[config.mk]
export PLATFORM = sky130hd
export DESIGN_NAME = tcp_ipv4_checksum_engine
export DESIGN_NICKNAME = d
export VERILOG_FILES = /design/src/hw/rtl/tcpc_pkg.sv /design/src/hw/rtl/tcpc_cfg.sv /design/src/hw/rtl/tcp_ipv4_checksum_engine.sv
export SDC_FILE = /design/constraint.sdc
export NUM_CORES = 1
export LEC_CHECK = 0
export ABC_AREA = 1
export ABC_CLOCK_PERIOD_IN_PS = 6900
export CAP_MARGIN = 40
export CORE_ASPECT_RATIO = 1.4
export CORE_MARGIN = 2
export CORE_UTILIZATION = 59
export CTS_CLUSTER_DIAMETER = 30
export DETAILED_ROUTE_END_ITERATION = 10
export DONT_BUFFER_PORTS = 1
export GPL_TIMING_DRIVEN = 0
export PLACE_DENSITY = 0.78
export REMOVE_ABC_BUFFERS = 1
export SLEW_MARGIN = 10
export SYNTH_ARGS = -nofsm -noshare
export SYNTH_HDL_FRONTEND = slang
export SYNTH_SLANG_ARGS = --single-unit
[constraint.sdc]
create_clock -name clk -period 6.9 [get_ports clk]
set_input_delay 1.38 -clock clk [delete_from_list [all_inputs] [get_ports clk]]
set_output_delay 1.38 -clock clk [all_outputs]
set_load 0.1 [all_outputs]
[src/hw/rtl/tcpc_pkg.sv]
// tcpc_pkg: shared constants and the ones-complement add for the tcp/ipv4 checksum engine
// used by tcpc_cfg and tcp_ipv4_checksum_engine; no dependencies
`timescale 1ns / 1ps

package tcpc_pkg;

  localparam int unsigned MIN_HEADER_BYTES = 20;

  localparam int unsigned WORD_W  = 16;
  localparam int unsigned BYTE_W  = 8;
  localparam int unsigned COUNT_W = 17;
  localparam int unsigned ADDR_W  = 32;
  localparam int unsigned CFG_IDX_W = 2;

  localparam logic [WORD_W-1:0]  PROTO_WORD = 16'h0006;
  localparam logic [WORD_W-1:0]  ALL_ONES   = 16'hFFFF;
  localparam logic [COUNT_W-1:0] COUNT_MAX  = 17'h1FFFF;
  localparam logic [COUNT_W-1:0] MIN_LEN    = COUNT_W'(MIN_HEADER_BYTES);

  localparam logic [CFG_IDX_W-1:0] REG_SOURCE_ADDRESS      = 2'd0;
  localparam logic [CFG_IDX_W-1:0] REG_DESTINATION_ADDRESS = 2'd1;

  // ones-complement add with end-around carry
  function automatic logic [WORD_W-1:0] oc_add(input logic [WORD_W-1:0] a,
                                               input logic [WORD_W-1:0] b);
    logic [WORD_W:0] t;
    t = {1'b0, a} + {1'b0, b};
    return t[WORD_W-1:0] + {{(WORD_W-1){1'b0}}, t[WORD_W]};
  endfunction

endpackage

[src/hw/rtl/tcpc_cfg.sv]
// tcpc_cfg: address registers and the registered fixed part of the pseudo-header sum
// depends on tcpc_pkg
`timescale 1ns / 1ps

module tcpc_cfg
  import tcpc_pkg::*;
(
  input  logic                 clk,
  input  logic                 rst_n,
  input  logic                 cfg_wr_en,
  input  logic [CFG_IDX_W-1:0] cfg_index,
  input  logic [ADDR_W-1:0]    cfg_wdata,
  output logic [WORD_W-1:0]    pseudo_sum
);

  logic [ADDR_W-1:0]   src_addr_r;
  logic [ADDR_W-1:0]   dst_addr_r;
  logic [WORD_W-1:0]   pseudo_r;
  logic [WORD_W-1:0]   pseudo_nxt;
  logic [WORD_W+2:0]   total;
  logic [WORD_W:0]     fold1;

  // five words summed wide, then folded twice
  always_comb begin
    total = {3'b000, src_addr_r[31:16]} + {3'b000, src_addr_r[15:0]}
          + {3'b000, dst_addr_r[31:16]} + {3'b000, dst_addr_r[15:0]}
          + {3'b000, PROTO_WORD};
    fold1 = {1'b0, total[WORD_W-1:0]} + {{(WORD_W-2){1'b0}}, total[WORD_W+2:WORD_W]};
    pseudo_nxt = fold1[WORD_W-1:0] + {{(WORD_W-1){1'b0}}, fold1[WORD_W]};
  end

  always_ff @(posedge clk) begin
    if (!rst_n) begin
      src_addr_r <= '0;
      dst_addr_r <= '0;
      pseudo_r   <= PROTO_WORD;
    end else begin
      pseudo_r <= pseudo_nxt;
      if (cfg_wr_en) begin
        case (cfg_index)
          REG_SOURCE_ADDRESS:      src_addr_r <= cfg_wdata;
          REG_DESTINATION_ADDRESS: dst_addr_r <= cfg_wdata;
          default: ;
        endcase
      end
    end
  end

  assign pseudo_sum = pseudo_r;

endmodule

[src/hw/rtl/tcp_ipv4_checksum_engine.sv]
// tcp_ipv4_checksum_engine: byte-serial tcp/ipv4 pseudo-header checksum, top level
// depends on tcpc_pkg and tcpc_cfg
//
//   channel | ports                                              | direction
//   in      | in_valid, in_ready, in_data_byte, in_last_byte     | in
//   out     | out_valid, out_ready, out_checksum_value,          | out
//           | out_checksum_ok, out_length_error                  |
//   cfg     | cfg_wr_en, cfg_index, cfg_wdata                    | in
//
// a byte per cycle while in_ready; the running sum takes one end-around-carry add per byte pair
// a result is registered after its last byte: segment sum stage, then pseudo-header stage
// synchronous active-low reset clears the segment state, addresses and both stage valids
// a stalled output holds the stage behind it; bytes keep flowing while that stage is empty
// address writes reach the pseudo-header sum via the address register, then the sum register
`timescale 1ns / 1ps

module tcp_ipv4_checksum_engine
  import tcpc_pkg::*;
(
  input  logic                 clk,
  input  logic                 rst_n,
  input  logic                 in_valid,
  output logic                 in_ready,
  input  logic [BYTE_W-1:0]    in_data_byte,
  input  logic                 in_last_byte,
  output logic                 out_valid,
  input  logic                 out_ready,
  output logic [WORD_W-1:0]    out_checksum_value,
  output logic                 out_checksum_ok,
  output logic                 out_length_error,
  input  logic                 cfg_wr_en,
  input  logic [CFG_IDX_W-1:0] cfg_index,
  input  logic [ADDR_W-1:0]    cfg_wdata
);

  logic [WORD_W-1:0]  pseudo_sum;

  logic [WORD_W-1:0]  running_sum_r, running_sum_nxt;
  logic [COUNT_W-1:0] byte_count_r, byte_count_nxt;
  logic [BYTE_W-1:0]  held_byte_r, held_byte_nxt;

  logic               s1_valid_r, s1_valid_nxt;
  logic [WORD_W-1:0]  s1_sum_r;
  logic [WORD_W-1:0]  s1_len_r;
  logic               s1_err_r;

  logic               out_valid_r, out_valid_nxt;
  logic [WORD_W-1:0]  out_value_r;
  logic               out_ok_r;
  logic               out_err_r;

  logic               in_accept;
  logic               adv2;
  logic               odd_pos;
  logic [WORD_W-1:0]  word;
  logic [WORD_W-1:0]  sum_inc;
  logic [COUNT_W-1:0] count_inc;
  logic               len_bad;
  logic [WORD_W-1:0]  sum2;
  logic [WORD_W-1:0]  fin;

  tcpc_cfg u_cfg (
    .clk        (clk),
    .rst_n      (rst_n),
    .cfg_wr_en  (cfg_wr_en),
    .cfg_index  (cfg_index),
    .cfg_wdata  (cfg_wdata),
    .pseudo_sum (pseudo_sum)
  );

  // handshakes
  assign adv2      = !out_valid_r || out_ready;
  assign in_ready  = !s1_valid_r || adv2;
  assign in_accept = in_valid && in_ready;

  // stage 1: segment sum
  always_comb begin
    odd_pos   = byte_count_r[0];
    word      = odd_pos ? {held_byte_r, in_data_byte} : {in_data_byte, {BYTE_W{1'b0}}};
    sum_inc   = oc_add(running_sum_r, word);
    count_inc = (byte_count_r == COUNT_MAX) ? byte_count_r : byte_count_r + 1'b1;
    len_bad   = (count_inc < MIN_LEN) || count_inc[COUNT_W-1];

    running_sum_nxt = running_sum_r;
    byte_count_nxt  = byte_count_r;
    held_byte_nxt   = held_byte_r;
    if (in_accept) begin
      if (in_last_byte) begin
        running_sum_nxt = '0;
        byte_count_nxt  = '0;
        held_byte_nxt   = '0;
      end else begin
        byte_count_nxt = count_inc;
        if (odd_pos) begin
          running_sum_nxt = sum_inc;
        end else begin
          held_byte_nxt = in_data_byte;
        end
      end
    end

    if (in_accept && in_last_byte) begin
      s1_valid_nxt = 1'b1;
    end else if (adv2) begin
      s1_valid_nxt = 1'b0;
    end else begin
      s1_valid_nxt = s1_valid_r;
    end
  end

  // stage 2: pseudo-header, length and complement
  always_comb begin
    sum2 = oc_add(oc_add(s1_sum_r, pseudo_sum), s1_len_r);
    fin  = ~sum2;
    if (adv2) begin
      out_valid_nxt = s1_valid_r;
    end else begin
      out_valid_nxt = out_valid_r;
    end
  end

  always_ff @(posedge clk) begin
    if (!rst_n) begin
      running_sum_r <= '0;
      byte_count_r  <= '0;
      held_byte_r   <= '0;
      s1_valid_r    <= 1'b0;
      out_valid_r   <= 1'b0;
    end else begin
      running_sum_r <= running_sum_nxt;
      byte_count_r  <= byte_count_nxt;
      held_byte_r   <= held_byte_nxt;
      s1_valid_r    <= s1_valid_nxt;
      out_valid_r   <= out_valid_nxt;
    end
  end

  always_ff @(posedge clk) begin
    if (in_accept && in_last_byte) begin
      s1_sum_r <= sum_inc;
      s1_len_r <= count_inc[WORD_W-1:0];
      s1_err_r <= len_bad;
    end
    if (adv2 && s1_valid_r) begin
      if (s1_err_r) begin
        out_value_r <= '0;
        out_ok_r    <= 1'b0;
        out_err_r   <= 1'b1;
      end else begin
        out_value_r <= (fin == '0) ? ALL_ONES : fin;
        out_ok_r    <= (fin == '0);
        out_err_r   <= 1'b0;
      end
    end
  end

  assign out_valid          = out_valid_r;
  assign out_checksum_value = out_value_r;
  assign out_checksum_ok    = out_ok_r;
  assign out_length_error   = out_err_r;

  // checks
  a_err_zero: assert property (@(posedge clk) disable iff (!rst_n)
    out_valid_r && out_err_r |-> out_value_r == '0 && !out_ok_r)
    else $error("length error with nonzero checksum or ok flag");

  a_ok_ones: assert property (@(posedge clk) disable iff (!rst_n)
    out_valid_r && out_ok_r |-> out_value_r == ALL_ONES && !out_err_r)
    else $error("verified result without all-ones checksum");

  a_seg_clear: assert property (@(posedge clk) disable iff (!rst_n)
    in_accept && in_last_byte |=> byte_count_r == '0 && running_sum_r == '0 && s1_valid_r)
    else $error("segment state not cleared after last byte");

  a_stall_hold: assert property (@(posedge clk) disable iff (!rst_n)
    s1_valid_r && out_valid_r && !out_ready |-> !in_ready)
    else $error("input accepted while both stages are full and stalled");

  a_out_fill: assert property (@(posedge clk) disable iff (!rst_n)
    s1_valid_r && adv2 |=> out_valid_r)
    else $error("stage 1 result lost on its way to the output register");

endmodule

=== Word-level counts from Yosys, hierarchy flattened ===
Index checks and enable logic that the tools add are counted.

* Add/subtract/negate cells: 13
* $lt $le $gt $ge: 1
* Equality and inequality tests: 3
* Mux-type cells: 11
* Bitwise operators: 1
* Reduce and logical (&&, ||, !) cells: 16

{| class="wikitable"
|+ Operators by type and width
! cell !! count
|-
| adder 16 x 16 -> 17 bit || 4
|-
| adder 16 x 1 -> 16 bit || 4
|-
| 2-to-1 mux 16 bit || 4
|-
| adder 19 x 16 -> 19 bit || 2
|-
| 2-to-1 mux 17 bit || 2
|-
| adder 19 x 3 -> 19 bit (second input constant) || 1
|-
| adder 16 x 3 -> 17 bit || 1
|-
| adder 17 x 1 -> 17 bit (second input constant) || 1
|-
| equality test 17 bit (second input constant) || 1
|-
| < comparator 17 x 5 -> 1 bit (second input constant) || 1
|-
| zero test 16 bit || 1
|-
| 2-to-1 mux 8 bit || 2
|-
| inverter 16 bit || 1
|-
| AND reduction 2 bit || 4
|-
| nonzero test 2 bit || 2
|-
| logical AND 1 bit || 3
|-
| logical OR 1 bit || 3
|-
| 2-to-1 mux 1 bit || 3
|-
| equality test 2 x 1 -> 1 bit (second input constant) || 1
|-
| zero test 1 bit || 2
|-
| zero test 2 bit || 1
|-
| != test 2 bit (second input constant) || 1
|}

* Register bits: 174
* Input bits: 48
* Output and inout bits: 20
* Word-level logic and storage cells: 59

=== Logic depth before layout (Yosys ltp) ===
* Depth after elaboration: 7
* Gate-level depth with buffers: 51
* Gate-level depth less buffers: 51

=== By module ===
From an unflattened synthesis, not the netlist that was laid out.

* Cell total of the unflattened synthesis: 1,906
* Area total of the unflattened synthesis: 13,186.4 µm²

{| class="wikitable"
|+ Modules (own cells, without submodules)
! module !! instances !! cells an instance !! area an instance (µm²) !! seq. area each (µm²)
|-
| tcp_ipv4_checksum_engine || 1 || 1,177 || 7,880.1 || 2,392.3
|-
| tcpc_cfg || 1 || 729 || 5,306.3 || 1,601.5
|}

=== Worst setup path before layout ===
OpenSTA, ideal clock, no wires.

* Path kind: flip-flop to flip-flop
* From: register u_cfg.src_addr_r[2]
* To: register u_cfg.pseudo_r[15] (netlist: u_cfg.pseudo_sum[15])
* Library setup time: 0.115 ns
* Data arrival time: 6.859 ns
* Required time: 6.785 ns
* Path slack: -0.074 ns
* Cell stages (with the launch flop): 48
* Path buffers: 0
* Clock period less this slack: 6.974 ns
* Cells stage by stage: dfxtp_1 ha_1 a21o_1 nand2_1 nand2_1 a21oi_1 o21ai_0 a21boi_0 o21ai_0 xor2_1 fa_1 ha_1 ha_1 nand2_1 inv_1 a21oi_1 nand3_1 nand2_1 [... 12 more ...] nand3_1 nor2_1 nand4_1 nor2_1 ha_1 nand2_1 nor2_1 nand3_1 nor2_1 nand3_1 nor2_1 nand2_1 nor2_1 nand3_1 nor2_1 nand3_1 nand2_1 nor2_1

* Cells in the longest elaborated chain, start to end: 6

{| class="wikitable"
|+ RTL lines
! element !! line !! RTL
|-
| from (decl) || tcpc_cfg.sv:16 || <nowiki>logic [ADDR_W-1:0] src_addr_r;</nowiki>
|-
| from (signal assigned) || tcpc_cfg.sv:41 || <nowiki>REG_SOURCE_ADDRESS: src_addr_r <= cfg_wdata;</nowiki>
|-
| adder 16 x 16 -> 17 bit || tcpc_cfg.sv:25 || <nowiki>total = {3'b000, src_addr_r[31:16]} + {3'b000, src_addr_r[15:0]}</nowiki>
|-
| adder 19 x 16 -> 19 bit (2 in series) || tcpc_cfg.sv:26 || <nowiki>+ {3'b000, dst_addr_r[31:16]} + {3'b000, dst_addr_r[15:0]}</nowiki>
|-
| adder 19 x 3 -> 19 bit || tcpc_cfg.sv:27 || <nowiki>+ {3'b000, PROTO_WORD};</nowiki>
|-
| adder 16 x 3 -> 17 bit || tcpc_cfg.sv:28 || <nowiki>fold1 = {1'b0, total[WORD_W-1:0]} + {{(WORD_W-2){1'b0}}, total[WORD_W+2:WORD_W]};</nowiki>
|-
| adder 16 x 1 -> 16 bit || tcpc_cfg.sv:29 || <nowiki>pseudo_nxt = fold1[WORD_W-1:0] + {{(WORD_W-1){1'b0}}, fold1[WORD_W]};</nowiki>
|-
| to (signal assigned) || tcpc_cfg.sv:38 || <nowiki>pseudo_r <= pseudo_nxt;</nowiki>
|-
| to (decl) || tcpc_cfg.sv:18 || <nowiki>logic [WORD_W-1:0] pseudo_r;</nowiki>
|}

No other way between the ends.
A chain may end at the register's enable or synchronous reset.

=== Worst setup path in the final report ===
* From: register u_cfg.src_addr_r[1]
* To: register u_cfg.pseudo_r[14] (netlist: u_cfg.pseudo_sum[14])

The elaborated chain is that of the path after synthesis.

==> flow_summary.yaml <==
synthesis:
  syn_area_per_cell_um2: 6.75
  yosysMostFrequentCell: "nand2_1"
  synth-seq-cells: 174
  synth.cells.most_frequent: "nand2_1 (552), inv_1 (252), nor2_1 (247)"
  synth_cells: 1964
  synth_area_leaders: "dfxtp_1 (19%), nand2_1 (16%), edfxtp_1 (12%)"
  yosys.cell_types.count: 47
  yosysTopAreaCell: "dfxtp_1"
  synth_edf_count: 51
  syn_area_um2: 13300
  ys_async_sr_fraction: 0
  ys_seq_area_frac: 0.301
  ys_warn_count: 0
  ys.flop_type: "dfxtp_1"
  synth.top_cell.area_share: 0.186
sta:
  hold_viol: 0
  setup_viol: 11
  worst_pin_slew_ns: 0.903
  setup_ws_ns: -0.604
  post-route-min-period_ns: 7.50
  timing.slew.headroom: 0.399
  fin_crit_sh: 1.09
  timing.fmax_ghz: 0.133
  slew_violations: 0
  grt_setup_unrepaired: "yes"
  whs_ns: 0.470
  skew_ns: 0.0163
worst_setup_path:
  crit_path_end_kind: "flip-flop"
  ff2ff_path_depth: 47
  cp_data_arrival_time_ns: 7.88
  crit_path_end: "u_cfg.pseudo_sum[14]"
  worstSetupPathType: "reg2reg"
  r2r-end: "u_cfg.pseudo_sum[14]"
  crit_fanout: 5
  required_ns: 7.28
  slowest_delay_ns: 0.45
  startpoint: "u_cfg.src_addr_r[1]"
  critPathLaunchType: "flip-flop"
  r2r_setup_slack_ns: -0.60
  reg2reg_from: "u_cfg.src_addr_r[1]"
  worst_path_max_delay_cell: "fa_1"
power:
  p_per_area_nw_per_um2: 246
  seq_power_share: 0.299
  p_leak_nw: 7.54
  pwr-share-clk: 0.260
  intPower_mw: 2.18
  swShare: 0.436
  ir_drop_uv: 237
  p_comb_frac: 0.441
  p_switching_mw: 1.68
clock_network:
  clock_latency_ns: 0.44
  cts_buffers: 17
  clock_sinks: 174
  clk_path_buf_depth: 2
  path_clk_slew_ns: 0.08
  hold_buffers: 0
  htree_num_levels: 4
  cts_tree: "built"
  clockRootBuffer: "clkbuf_16"
global_routing:
  grt_pass1_vias: 12256
  antenna_found_initial: 0
  grt_pass1_wl_um: 54000
  gr-total-overflow: 0
  grt_max_degree: 80
  grt_use_total: 0.281
floorplan:
  initial_core_util: 0.604
  ios: 68
  fp-row-count: 64
  die_y_um: 181
  fp.dieW_um: 131
  core_area_um2: 21900
  die-area_um2: 23700
cells_and_area:
  n_antenna_cell: 0
  final_area_um2: 15700
  finalNetCount: 2207
  drive_gt1_frac: 0.145
  syn_to_final_growth_pct: 18.4
  nFillCells: 1750
routing:
  route.met3.wl_um: 1220
  wl_met2_um: 18600
  route.detailed.wl_per_inst_um: 14.7
  viasPerCell: 5.50
  wl_met1_um: 13000
  wirelength_um: 34500
  drc: 0
  num_vias: 12865
  firstDrtPassIters: 5
  drt_iter0_markers: 837
  topRoutingLayerUsed: "met4"
  ant_nets: 0
place:
  placed_area_um2: 13700
  place_congestion: 0.960
  dpl.hpwl_um: 24400
  io_buffers: 0
outcome:
  status: "finished, violations left"
  violations: "negative setup slack"
hold_path:
  hold_class: "reg2reg"
flow_run:
  cap_violations: 0
## worst min path at each step
| stage | start | slack [ns] | cells after the start | to |
|---|---|---|---|---|
| 5_1_grt | running_sum_r[3] | 0.50 | 2 | running_sum_r[3] |
| 4_1_cts | held_byte_r[4] | 0.47 | 2 | held_byte_r[4] |
| 3_3_place_gp | u_cfg.dst_addr_r[2] | 0.45 | 2 | u_cfg.dst_addr_r[2] |
| 3_5_place_dp | running_sum_r[3] | 0.46 | 2 | running_sum_r[3] |
| 2_1_floorplan | u_cfg.dst_addr_r[1] | 0.43 | 2 | u_cfg.dst_addr_r[1] |
| 6_report | held_byte_r[4] | 0.47 | 2 | held_byte_r[4] |
## worst max-delay path, delay by kind of cell, from the launching register on
kind / cells / cell delay (ns)
AO/OA/AOI/OAI: 7 / 1.01
XOR/XNOR: 2 / 0.43
adder cells (fa/ha/maj): 8 / 2.37
buffers and inverters: 3 / 0.22
flip-flops: 1 / 0.36
AND/OR/NAND/NOR: 27 / 3.05
## cell families after synthesis
| family | count (synthesis) | synth area share |
|---|---|---|
| AND/OR/NAND/NOR | 1051 | 0.337 |
| buffers and inverters | 294 | 0.0841 |
| AO/OA/AOI/OAI | 253 | 0.102 |
| flip-flops | 174 | 0.301 |
| adder cells (fa/ha/maj) | 129 | 0.134 |
| XOR/XNOR | 62 | 0.0410 |
| multiplexers | 1 | 0.000755 |
## final cells by class
class / instances / area (um^2) / area share
multi-input cells: 1496 / 8900 / 0.567
flip-flops and latches: 174 / 4000 / 0.255
inverters: 257 / 966 / 0.0615
repair buffers: 84 / 816 / 0.0520
clock buffers: 17 / 425 / 0.0271
well taps: 297 / 372 / 0.0237
clock inverters: 15 / 211 / 0.0135
## power groups by stage
stage	Combinational [mW]	Sequential, mW	Clock [mW]
after floorplan	1.22	1.17	0
after global placement	1.47	1.18	0
after detailed placement	1.52	1.17	0
after CTS	1.57	1.15	1.02
after global routing	1.91	1.16	1.06
final	1.70	1.16	1.01
## cells in the final DEF (no fill, tap or decap), types with 4 or more instances in the layout
cell and count:
xnor2_1 19, a21oi_1 112, dfxtp_2 8, a21oi_2 6
nor3_1 10, nor2_4 22, inv_1 249, nand2_2 43
fa_1 19, o21bai_1 8, nand2_4 4, buf_8 7
ha_2 5, nor2_2 16, nand3_1 136, nor4_1 4
nand3_2 14, nor2_1 220, clkinv_8 8, o21ai_1 9
o21ai_2 6, clkbuf_16 18, xor2_1 39, a21o_1 4
edfxtp_1 51, inv_2 6, nand2_1 532, dfxtp_1 115
ha_1 77, buf_6 8, o21ai_0 86, buf_4 63
nand4_1 35, ha_4 25
## sequential cells by signal, summed over array words and instances (netlist names)
signal / count
byte_count_r: 17
held_byte_r: 8
out_checksum_ok: 1
out_checksum_value: 16
out_length_error: 1
out_valid: 1
running_sum_r: 16
s1_err_r: 1
s1_len_r: 16
s1_sum_r: 16
s1_valid_r: 1
u_cfg.dst_addr_r: 32
u_cfg.pseudo_sum: 16
u_cfg.src_addr_r: 32
## metal layers
layer  vias to the layer above  global-route usage
li1                       6502                   -
met4                         0               0.143
met2                       359               0.542
met3                       105              0.0326
met1                      5899               0.288
met5                         -                   0
## stage by stage
step	std cells	TNS (ns)	setup slack, ns	utilization	total power, mW
after floorplan	1927	-0.140	-0.0701	-	2.39
after global placement	2224	-17.37	-1.64	0.614	2.65
after detailed placement	2236	-21.64	-1.77	0.624	2.70
after CTS	2321	-2.81	-0.378	0.686	3.74
after global routing	2340	-8.80	-0.938	0.715	4.12
final	2340	-4.51	-0.604	0.715	3.86
## timing repair
action,in CTS,in global routing
buffers inserted,56,16
cloned,0,0
setup endpoints to repair,33,31
gates resized for setup,74,96
pin swaps,46,50
No activity file was read; power rests on OpenSTA's default activity.
